### src/sv/qfs_pkg.sv
// Types, codes and helper functions shared by the quoted field splitter.
// Used by the parser, the result queue, the top level and the testbench.
package qfs_pkg;

    localparam logic [1:0] ERR_NONE          = 2'd0;
    localparam logic [1:0] ERR_MISSING_QUOTE = 2'd1;
    localparam logic [1:0] ERR_BAD_SEPARATOR = 2'd2;

    localparam logic REG_QUOTE_CHAR = 1'b0;
    localparam logic REG_SEPARATOR  = 1'b1;

    localparam logic [7:0] QUOTE_RESET     = 8'd34;
    localparam logic [7:0] SEPARATOR_RESET = 8'd44;

    typedef enum logic [4:0] {
        MODE_LINE_START  = 5'b00001,
        MODE_FIELD_START = 5'b00010,
        MODE_UNQUOTED    = 5'b00100,
        MODE_QUOTED      = 5'b01000,
        MODE_AFTER_CLOSE = 5'b10000
    } mode_t;

    typedef struct packed {
        logic [7:0] out_byte;
        logic       field_end;
        logic       line_end;
        logic [1:0] error_code;
    } result_t;

    typedef struct packed {
        logic       push;
        logic       two;
        result_t    first;
        result_t    second;
    } decode_t;

    function automatic result_t res_byte(input logic [7:0] b);
        result_t r;
        r.out_byte   = b;
        r.field_end  = 1'b0;
        r.line_end   = 1'b0;
        r.error_code = ERR_NONE;
        return r;
    endfunction

    function automatic result_t res_end(input logic le, input logic [1:0] err);
        result_t r;
        r.out_byte   = 8'd0;
        r.field_end  = 1'b1;
        r.line_end   = le;
        r.error_code = err;
        return r;
    endfunction

    function automatic logic is_ws(input logic [7:0] b);
        return (b == 8'h20) || ((b >= 8'h09) && (b <= 8'h0D));
    endfunction

endpackage

### src/sv/qfs_if.sv
// Valid/ready channel interfaces for line bytes in and parsed results out.
// Depends on nothing else.
interface qfs_in_if;
    logic       valid;
    logic       ready;
    logic [7:0] data_byte;
    logic       last_byte;

    modport source (output valid, output data_byte, output last_byte, input ready);
    modport sink   (input valid, input data_byte, input last_byte, output ready);
endinterface

interface qfs_out_if;
    logic       valid;
    logic       ready;
    logic [7:0] out_byte;
    logic       field_end;
    logic       line_end;
    logic [1:0] error_code;

    modport source (output valid, output out_byte, output field_end, output line_end,
                    output error_code, input ready);
    modport sink   (input valid, input out_byte, input field_end, input line_end,
                    input error_code, output ready);
endinterface

### src/sv/qfs_parser.sv
// Input register, parse mode register and the per-byte decode logic.
// Depends on qfs_pkg and qfs_in_if.
module qfs_parser
(
    input  logic             clk,
    input  logic             rst_n,
    qfs_in_if.sink           in_ch,
    input  logic [7:0]       quote_char,
    input  logic [7:0]       separator,
    input  logic             room,
    output qfs_pkg::decode_t dec
);

    logic              in_valid_reg;
    logic [7:0]        byte_reg;
    logic              last_reg;
    qfs_pkg::mode_t    mode_reg;
    qfs_pkg::mode_t    mode_next;
    logic              fire;
    qfs_pkg::result_t  fs_first;
    logic              fs_two;
    qfs_pkg::mode_t    fs_mode;

    assign fire        = in_valid_reg && room;
    assign in_ch.ready = !in_valid_reg || fire;

    always_ff @(posedge clk or negedge rst_n)
    begin
        if (!rst_n)
        begin
            in_valid_reg <= 1'b0;
            mode_reg     <= qfs_pkg::MODE_LINE_START;
        end
        else
        begin
            if (in_ch.ready)
            begin
                in_valid_reg <= in_ch.valid;
            end
            if (fire)
            begin
                mode_reg <= mode_next;
            end
        end
    end

    always_ff @(posedge clk)
    begin
        if (in_ch.valid && in_ch.ready)
        begin
            byte_reg <= in_ch.data_byte;
            last_reg <= in_ch.last_byte;
        end
    end

    // Handling of a byte at the start of a field.
    always_comb
    begin
        fs_two    = 1'b0;
        if (byte_reg == quote_char)
        begin
            fs_mode = qfs_pkg::MODE_QUOTED;
            if (last_reg)
            begin
                fs_first = qfs_pkg::res_end(1'b1, qfs_pkg::ERR_MISSING_QUOTE);
            end
            else
            begin
                fs_first = qfs_pkg::res_byte(byte_reg);
            end
        end
        else if (byte_reg == separator)
        begin
            fs_mode  = qfs_pkg::MODE_FIELD_START;
            fs_first = qfs_pkg::res_end(1'b0, qfs_pkg::ERR_NONE);
            fs_two   = last_reg;
        end
        else
        begin
            fs_mode  = qfs_pkg::MODE_UNQUOTED;
            fs_first = qfs_pkg::res_byte(byte_reg);
            fs_two   = last_reg;
        end
    end

    always_comb
    begin
        mode_next  = mode_reg;
        dec.push   = fire;
        dec.two    = 1'b0;
        dec.first  = qfs_pkg::res_byte(byte_reg);
        dec.second = qfs_pkg::res_end(1'b1, qfs_pkg::ERR_NONE);
        case (mode_reg)
            qfs_pkg::MODE_LINE_START:
            begin
                if (qfs_pkg::is_ws(byte_reg))
                begin
                    if (last_reg)
                    begin
                        dec.two   = (byte_reg == separator);
                        dec.first = qfs_pkg::res_end(byte_reg != separator,
                                                     qfs_pkg::ERR_NONE);
                    end
                    else
                    begin
                        dec.push  = 1'b0;
                        mode_next = qfs_pkg::MODE_FIELD_START;
                    end
                end
                else
                begin
                    dec.first = fs_first;
                    dec.two   = fs_two;
                    mode_next = fs_mode;
                end
            end
            qfs_pkg::MODE_UNQUOTED:
            begin
                dec.two = last_reg;
                if (byte_reg == separator)
                begin
                    dec.first = qfs_pkg::res_end(1'b0, qfs_pkg::ERR_NONE);
                    mode_next = qfs_pkg::MODE_FIELD_START;
                end
            end
            qfs_pkg::MODE_QUOTED:
            begin
                if (byte_reg == quote_char)
                begin
                    dec.two   = last_reg;
                    mode_next = qfs_pkg::MODE_AFTER_CLOSE;
                end
                else if (last_reg)
                begin
                    dec.first = qfs_pkg::res_end(1'b1, qfs_pkg::ERR_MISSING_QUOTE);
                end
            end
            qfs_pkg::MODE_AFTER_CLOSE:
            begin
                mode_next = qfs_pkg::MODE_FIELD_START;
                if (byte_reg == separator)
                begin
                    dec.first = qfs_pkg::res_end(1'b0, qfs_pkg::ERR_NONE);
                    dec.two   = last_reg;
                end
                else
                begin
                    dec.first = qfs_pkg::res_end(last_reg, qfs_pkg::ERR_BAD_SEPARATOR);
                end
            end
            default:
            begin
                dec.first = fs_first;
                dec.two   = fs_two;
                mode_next = fs_mode;
            end
        endcase
        if (last_reg)
        begin
            mode_next = qfs_pkg::MODE_LINE_START;
        end
    end

endmodule

### src/sv/qfs_result_queue.sv
// Four-entry result queue that takes one or two results per cycle and
// drives the output channel. Depends on qfs_pkg and qfs_out_if.
module qfs_result_queue
(
    input  logic             clk,
    input  logic             rst_n,
    input  qfs_pkg::decode_t dec,
    output logic             room,
    qfs_out_if.source        out_ch
);

    qfs_pkg::result_t entry_reg [4];
    logic [1:0]       head_reg;
    logic [1:0]       tail_reg;
    logic [2:0]       count_reg;
    logic [2:0]       count_next;
    logic             pop;
    logic [2:0]       push_n;

    assign room   = (count_reg <= 3'd2);
    assign pop    = out_ch.valid && out_ch.ready;
    assign push_n = dec.push ? (dec.two ? 3'd2 : 3'd1) : 3'd0;

    always_comb
    begin
        count_next = count_reg + push_n - {2'd0, pop};
    end

    always_ff @(posedge clk or negedge rst_n)
    begin
        if (!rst_n)
        begin
            head_reg  <= 2'd0;
            tail_reg  <= 2'd0;
            count_reg <= 3'd0;
        end
        else
        begin
            count_reg <= count_next;
            tail_reg  <= tail_reg + push_n[1:0];
            if (pop)
            begin
                head_reg <= head_reg + 2'd1;
            end
        end
    end

    always_ff @(posedge clk)
    begin
        if (dec.push)
        begin
            entry_reg[tail_reg] <= dec.first;
            if (dec.two)
            begin
                entry_reg[tail_reg + 2'd1] <= dec.second;
            end
        end
    end

    assign out_ch.valid      = (count_reg != 3'd0);
    assign out_ch.out_byte   = entry_reg[head_reg].out_byte;
    assign out_ch.field_end  = entry_reg[head_reg].field_end;
    assign out_ch.line_end   = entry_reg[head_reg].line_end;
    assign out_ch.error_code = entry_reg[head_reg].error_code;

endmodule

### src/sv/quoted_field_splitter.sv
// Top level of the quoted field splitter: configuration registers, parser
// and result queue. Depends on qfs_pkg, qfs_if, qfs_parser, qfs_result_queue.
//
// Line bytes enter on in_ch, one byte per transfer, last_byte set on the
// final byte of each line. Each byte yields zero, one or two results on
// out_ch: a field byte, or a field end marker that may carry line_end and
// an error code. Fields of a line that ends in error_code 1 are void.
// A byte is held in the input register until the queue has room; its results
// are then decoded into a four-entry result queue, from which out_ch offers
// them. One byte is taken per cycle while the queue has room for two results;
// out_ch delivers one result per cycle while the receiver is ready, so bytes
// that produce two results set the sustained pace. When the receiver stalls,
// the queue fills and in_ch.ready drops while the input register holds a byte
// and fewer than two free entries remain; nothing is lost.
// Reset empties the queue and the input register, puts the parser at the
// start of a line and restores quote_char to 34 and separator to 44.
// Registers are written through cfg_wr_en, cfg_index and cfg_wdata; the user
// must write them only while no line is in flight; the block does not enforce it.
module quoted_field_splitter
(
    input  logic       clk,
    input  logic       rst_n,
    qfs_in_if.sink     in_ch,
    qfs_out_if.source  out_ch,
    input  logic       cfg_wr_en,
    input  logic [0:0] cfg_index,
    input  logic [7:0] cfg_wdata
);

    logic [7:0]       quote_char_reg;
    logic [7:0]       separator_reg;
    qfs_pkg::decode_t dec;
    logic             room;

    always_ff @(posedge clk or negedge rst_n)
    begin
        if (!rst_n)
        begin
            quote_char_reg <= qfs_pkg::QUOTE_RESET;
            separator_reg  <= qfs_pkg::SEPARATOR_RESET;
        end
        else if (cfg_wr_en)
        begin
            case (cfg_index[0])
                qfs_pkg::REG_QUOTE_CHAR: quote_char_reg <= cfg_wdata;
                qfs_pkg::REG_SEPARATOR:  separator_reg  <= cfg_wdata;
                default:                 quote_char_reg <= quote_char_reg;
            endcase
        end
    end

    qfs_parser u_parser
    (
        .clk        (clk),
        .rst_n      (rst_n),
        .in_ch      (in_ch),
        .quote_char (quote_char_reg),
        .separator  (separator_reg),
        .room       (room),
        .dec        (dec)
    );

    qfs_result_queue u_queue
    (
        .clk    (clk),
        .rst_n  (rst_n),
        .dec    (dec),
        .room   (room),
        .out_ch (out_ch)
    );

    a_line_end_is_field_end: assert property (@(posedge clk) disable iff (!rst_n)
        out_ch.valid && out_ch.line_end |-> out_ch.field_end)
        else $error("line_end without field_end");

    a_error_on_field_end: assert property (@(posedge clk) disable iff (!rst_n)
        out_ch.valid && (out_ch.error_code != qfs_pkg::ERR_NONE) |-> out_ch.field_end)
        else $error("error code on a field byte");

    a_missing_quote_ends_line: assert property (@(posedge clk) disable iff (!rst_n)
        out_ch.valid && (out_ch.error_code == qfs_pkg::ERR_MISSING_QUOTE)
        |-> out_ch.line_end)
        else $error("missing quote error not at line end");

    a_field_end_byte_zero: assert property (@(posedge clk) disable iff (!rst_n)
        out_ch.valid && out_ch.field_end |-> (out_ch.out_byte == 8'd0))
        else $error("field end carries a byte");

endmodule

### src/flat_wrapper.sv
// flat-port wrapper written by rule: the top's interface ports become plain ports
module quoted_field_splitter_flat 
  (clk, rst_n, cfg_wr_en, cfg_index, cfg_wdata, in_ch_valid, in_ch_data_byte, in_ch_last_byte, in_ch_ready, out_ch_valid, out_ch_out_byte, out_ch_field_end, out_ch_line_end, out_ch_error_code, out_ch_ready);
  qfs_in_if in_ch_i ();
  qfs_out_if out_ch_i ();
  input  logic clk;
  input  logic rst_n;
  input  logic cfg_wr_en;
  input  logic [0:0] cfg_index;
  input  logic [7:0] cfg_wdata;
  input wire logic [$bits(in_ch_i.valid)-1:0] in_ch_valid;
  input wire logic [$bits(in_ch_i.data_byte)-1:0] in_ch_data_byte;
  input wire logic [$bits(in_ch_i.last_byte)-1:0] in_ch_last_byte;
  output wire logic [$bits(in_ch_i.ready)-1:0] in_ch_ready;
  output wire logic [$bits(out_ch_i.valid)-1:0] out_ch_valid;
  output wire logic [$bits(out_ch_i.out_byte)-1:0] out_ch_out_byte;
  output wire logic [$bits(out_ch_i.field_end)-1:0] out_ch_field_end;
  output wire logic [$bits(out_ch_i.line_end)-1:0] out_ch_line_end;
  output wire logic [$bits(out_ch_i.error_code)-1:0] out_ch_error_code;
  input wire logic [$bits(out_ch_i.ready)-1:0] out_ch_ready;
  assign in_ch_i.valid = in_ch_valid;
  assign in_ch_i.data_byte = in_ch_data_byte;
  assign in_ch_i.last_byte = in_ch_last_byte;
  assign in_ch_ready = in_ch_i.ready;
  assign out_ch_valid = out_ch_i.valid;
  assign out_ch_out_byte = out_ch_i.out_byte;
  assign out_ch_field_end = out_ch_i.field_end;
  assign out_ch_line_end = out_ch_i.line_end;
  assign out_ch_error_code = out_ch_i.error_code;
  assign out_ch_i.ready = out_ch_ready;
  quoted_field_splitter u_core (.clk(clk), .rst_n(rst_n), .in_ch(in_ch_i), .out_ch(out_ch_i), .cfg_wr_en(cfg_wr_en), .cfg_index(cfg_index), .cfg_wdata(cfg_wdata));
endmodule
### config.mk
export PLATFORM = sky130hd
export DESIGN_NAME = quoted_field_splitter_flat
export DESIGN_NICKNAME = d
export VERILOG_FILES = /design/src/sv/qfs_pkg.sv /design/src/sv/qfs_if.sv /design/src/sv/qfs_parser.sv /design/src/sv/qfs_result_queue.sv /design/src/sv/quoted_field_splitter.sv /design/src/flat_wrapper.sv
export SDC_FILE = /design/constraint.sdc
export NUM_CORES = 1
export LEC_CHECK = 0
export BUFFER_PORTS_ARGS = -buffer_cell sky130_fd_sc_hd__buf_4
export CORE_MARGIN = 3
export CORE_UTILIZATION = 45
export DETAILED_ROUTE_END_ITERATION = 16
export PLACE_DENSITY_LB_ADDON = 0.12
export SKIP_LAST_GASP = 1
export SLEW_MARGIN = 5
export SYNTH_ARGS = -nofsm -noshare
export SYNTH_HDL_FRONTEND = slang
export SYNTH_SLANG_ARGS = --single-unit
export TNS_END_PERCENT = 10
### constraint.sdc
create_clock -name clk -period 4.81 [get_ports clk]
set_clock_uncertainty 0.1 [all_clocks]
set_input_delay 0.962 -clock clk [delete_from_list [all_inputs] [get_ports clk]]
set_output_delay 0.962 -clock clk [all_outputs]
set_load 0.02 [all_outputs]
==> impl_metrics.ini <==
[run_status]
status = finished clean

[routing]
drc_errors = 0
routed_wl_um = 9920
avgRoutedWirePerCell_um = 18.7
viasPerCell = 5.71
num_vias = 3028
drt_iter0_markers = 169
drtPass1Iterations = 5
ant_nets = 0

[synth]
synthesis.area_um2 = 4360
synth_top_area_cell = dfxtp_1
synth_top_area_share_pct = 22.0
ys_top_cells_by_area = dfxtp_1 22%, dfrtp_1 13%, a32oi_1 6.4%, edfxtp_1 6.2%, mux4_2 6.2%
avgSynthCellArea_um2 = 11.7
yosysMostFrequentCell = dfxtp_1
ys_seq_area_share_pct = 45.0
synth.distinct_cells = 63
ys.flop_type = dfxtp_1
syn_inst = 373
synth_seq_cells = 86
synth_commonest_cells = 48 x dfxtp_1, 45 x nor2_1, 32 x a32oi_1, 23 x dfrtp_1, 21 x nand2_1
yosys_warnings = 0
synthArstFlopShare_pct = 33.7
syn-num-nets = 401
synth_edf_count = 9

[timing]
rsz0062_at_grt = false
period_share_pct = 78.9
setup_slack_ns = 1.02
drv_slew = 0
hold_viol = 0
setup_viol_count_final = 0
period_minus_slack_ns = 3.79
finalSetupTns_ns = 0
max_freq_mhz = 264
slew_headroom_pct = 35.6
tightest_slew_ns = 0.966

[run]
drv_cap = 0

[min_path]
min_path_type = reg2reg
min_from = u_core.u_queue.entry_reg[0][2]

[clock_network]
cts_num_sinks = 86
cts_root_buf = clkbuf_8
clkTransAtPathRegs_ns = 0.09
cts_hold_buffers = 0
cts_max_level = 3
cts_setup_buffers = 0
numCtsBuffers = 9
clockBufferDepth = 2
cts_tree = yes
clk_latency_ns = 0.36
cts_repair_resize_count = 0

[global_routing]
grt_pass1_vias = 3148
grt_pass1_wl_um = 16500
grt_max_degree = 37
grt-ovfl-total = 0
grt_usage_pct = 19.2
antenna_found_initial = 0

[worst_setup_path]
worstPathRequired_ns = 5.00
crit_type = reg2reg
critPathMaxStageDelay_ns = 0.56
cp-start-kind = flop
worstPathBufferInverterCount = 1
crit_arrival_ns = 3.98
r2r_start = u_core.u_parser.byte_reg[1]
critPathLaunch = u_core.u_parser.byte_reg[1]
crit_chain = or4b_1 -> a211oi_2 -> nor2_2 -> mux2i_1 -> o2111a_2 -> nor2_1 -> a21o_1 -> ha_1 -> inv_1 -> ha_1 -> fa_1 -> xnor2_1 -> xnor2_1
critPathTopFamily = compound AO/OA/AOI/OAI gates
crit_fanout = 11
cp_slowest_cell = or4b_1
crit_path_end_kind = flop

[final_layout]
multi_input_area_um2 = 2130
fill_cells = 849
antennaDiodeCount = 0
ff_latch_area_um2 = 1960
fin_nets = 424
fin_area_um2 = 4780
layout-drive-gt1-share_pct = 31.9
largest_register_ffs = 48
area_growth_pct = 9.58

[placed_design]
place_hpwl_um = 6690
gp_congestion = 0.908
numPortBuffers = 36
dpl_cell_area_um2 = 4580
pre_cts_ws_ns = 0.991

[die]
coreArea_um2 = 9330
die_w_um = 104
die_area_um2 = 10900
initial_core_util_pct = 46.8
die_y_um = 104
io-pin-count = 37
rows = 35

[power]
powerDensity_nw_per_um2 = 644
leakagePower_nw = 1.93
total_power_mw = 3.08
vdd_ir_drop_max_mv = 0.283
-- placed cells by master (no fill, tap or decap), types with 3 or more instances in the layout --
cell type	count
a21oi_1	6
a21oi_2	4
a22o_2	4
a32oi_1	32
and2_1	4
buf_4	38
clkbuf_8	10
dfrtp_1	23
dfstp_2	6
dfxtp_1	48
edfxtp_1	9
ha_1	4
inv_1	10
mux2_2	17
mux2i_1	9
mux4_2	12
nand2_1	21
nand2b_1	5
nand4_1	4
nor2_1	45
nor3_4	4
nor4_2	4
o211ai_2	4
o21ai_0	6
o21ai_2	3
or3_4	5
xnor2_1	12
xor2_1	11
-- where the power goes --
group / switching [mW] / total, mW / internal (mW)
sequential: 0.255 / 1.23 / 0.972
clock: 0.272 / 0.529 / 0.258
combinational: 0.717 / 1.32 / 0.603
-- stage by stage --
| stage | hold slack (ns) | utilization [%] | instances |
|---|---|---|---|
| after floorplan | 0.341 | - | 373 |
| after global placement | 0.358 | 49.1 | 514 |
| after detailed placement | 0.363 | 49.1 | 514 |
| after CTS | 0.385 | 51.3 | 530 |
| after global routing | 0.411 | 51.3 | 530 |
| final | 0.383 | 51.3 | 530 |
-- layout make-up --
cell class / count / share of cell area (%)
repair buffers: 38 / 5.97
clock buffers: 10 / 2.88
multi-input cells: 251 / 44.5
inverters: 10 / 0.785
well taps: 129 / 3.38
flip-flops and latches: 86 / 41.1
clock inverters: 6 / 1.41
-- cells by family after synthesis --
| kind of cell | count (synthesis) | share of synthesized area, % |
|---|---|---|
| flops | 86 | 45.0 |
| mux | 38 | 12.6 |
| fa+ha+maj | 5 | 1.61 |
| xor+xnor | 23 | 4.62 |
| buf+inv | 36 | 6.22 |
| simple gates | 113 | 15.3 |
| compound gates | 72 | 14.6 |
-- layer usage --
layer	global-route usage [%]	share of wire, %	wire (um)	vias to the layer above
li1	-	-	-	1429
met1	26.1	46	4560	1508
met2	30.6	48	4810	81
met3	3.17	4.4	434	10
met4	7.12	1.1	113	0
met5	0	0	0	-
-- path summary, 6_finish.rpt --
kind | endpoint | cells past startpoint | slack, ns
min in group asynchronous | u_core.u_queue.count_reg[2] | 1 | 0.41
worst max register to register | u_core.u_queue.count_reg[2] | 13 | 1.02
max in group asynchronous | u_core.separator_reg[5] | 1 | 3.87
worst max-delay path | u_core.u_queue.count_reg[2] | 13 | 1.02
worst min register to register | u_core.u_queue.entry_reg[0][2] | 2 | 0.38
worst min-delay path | u_core.u_queue.entry_reg[0][2] | 2 | 0.38
-- worst min-delay path, delay by kind of cell (launching register included) --
family / cells / cell delay (ns)
flip-flops: 1 / 0.34
AND/OR/NAND/NOR: 1 / 0.06
AO/OA/AOI/OAI: 1 / 0.06
(Power assumes the default switching activity.)
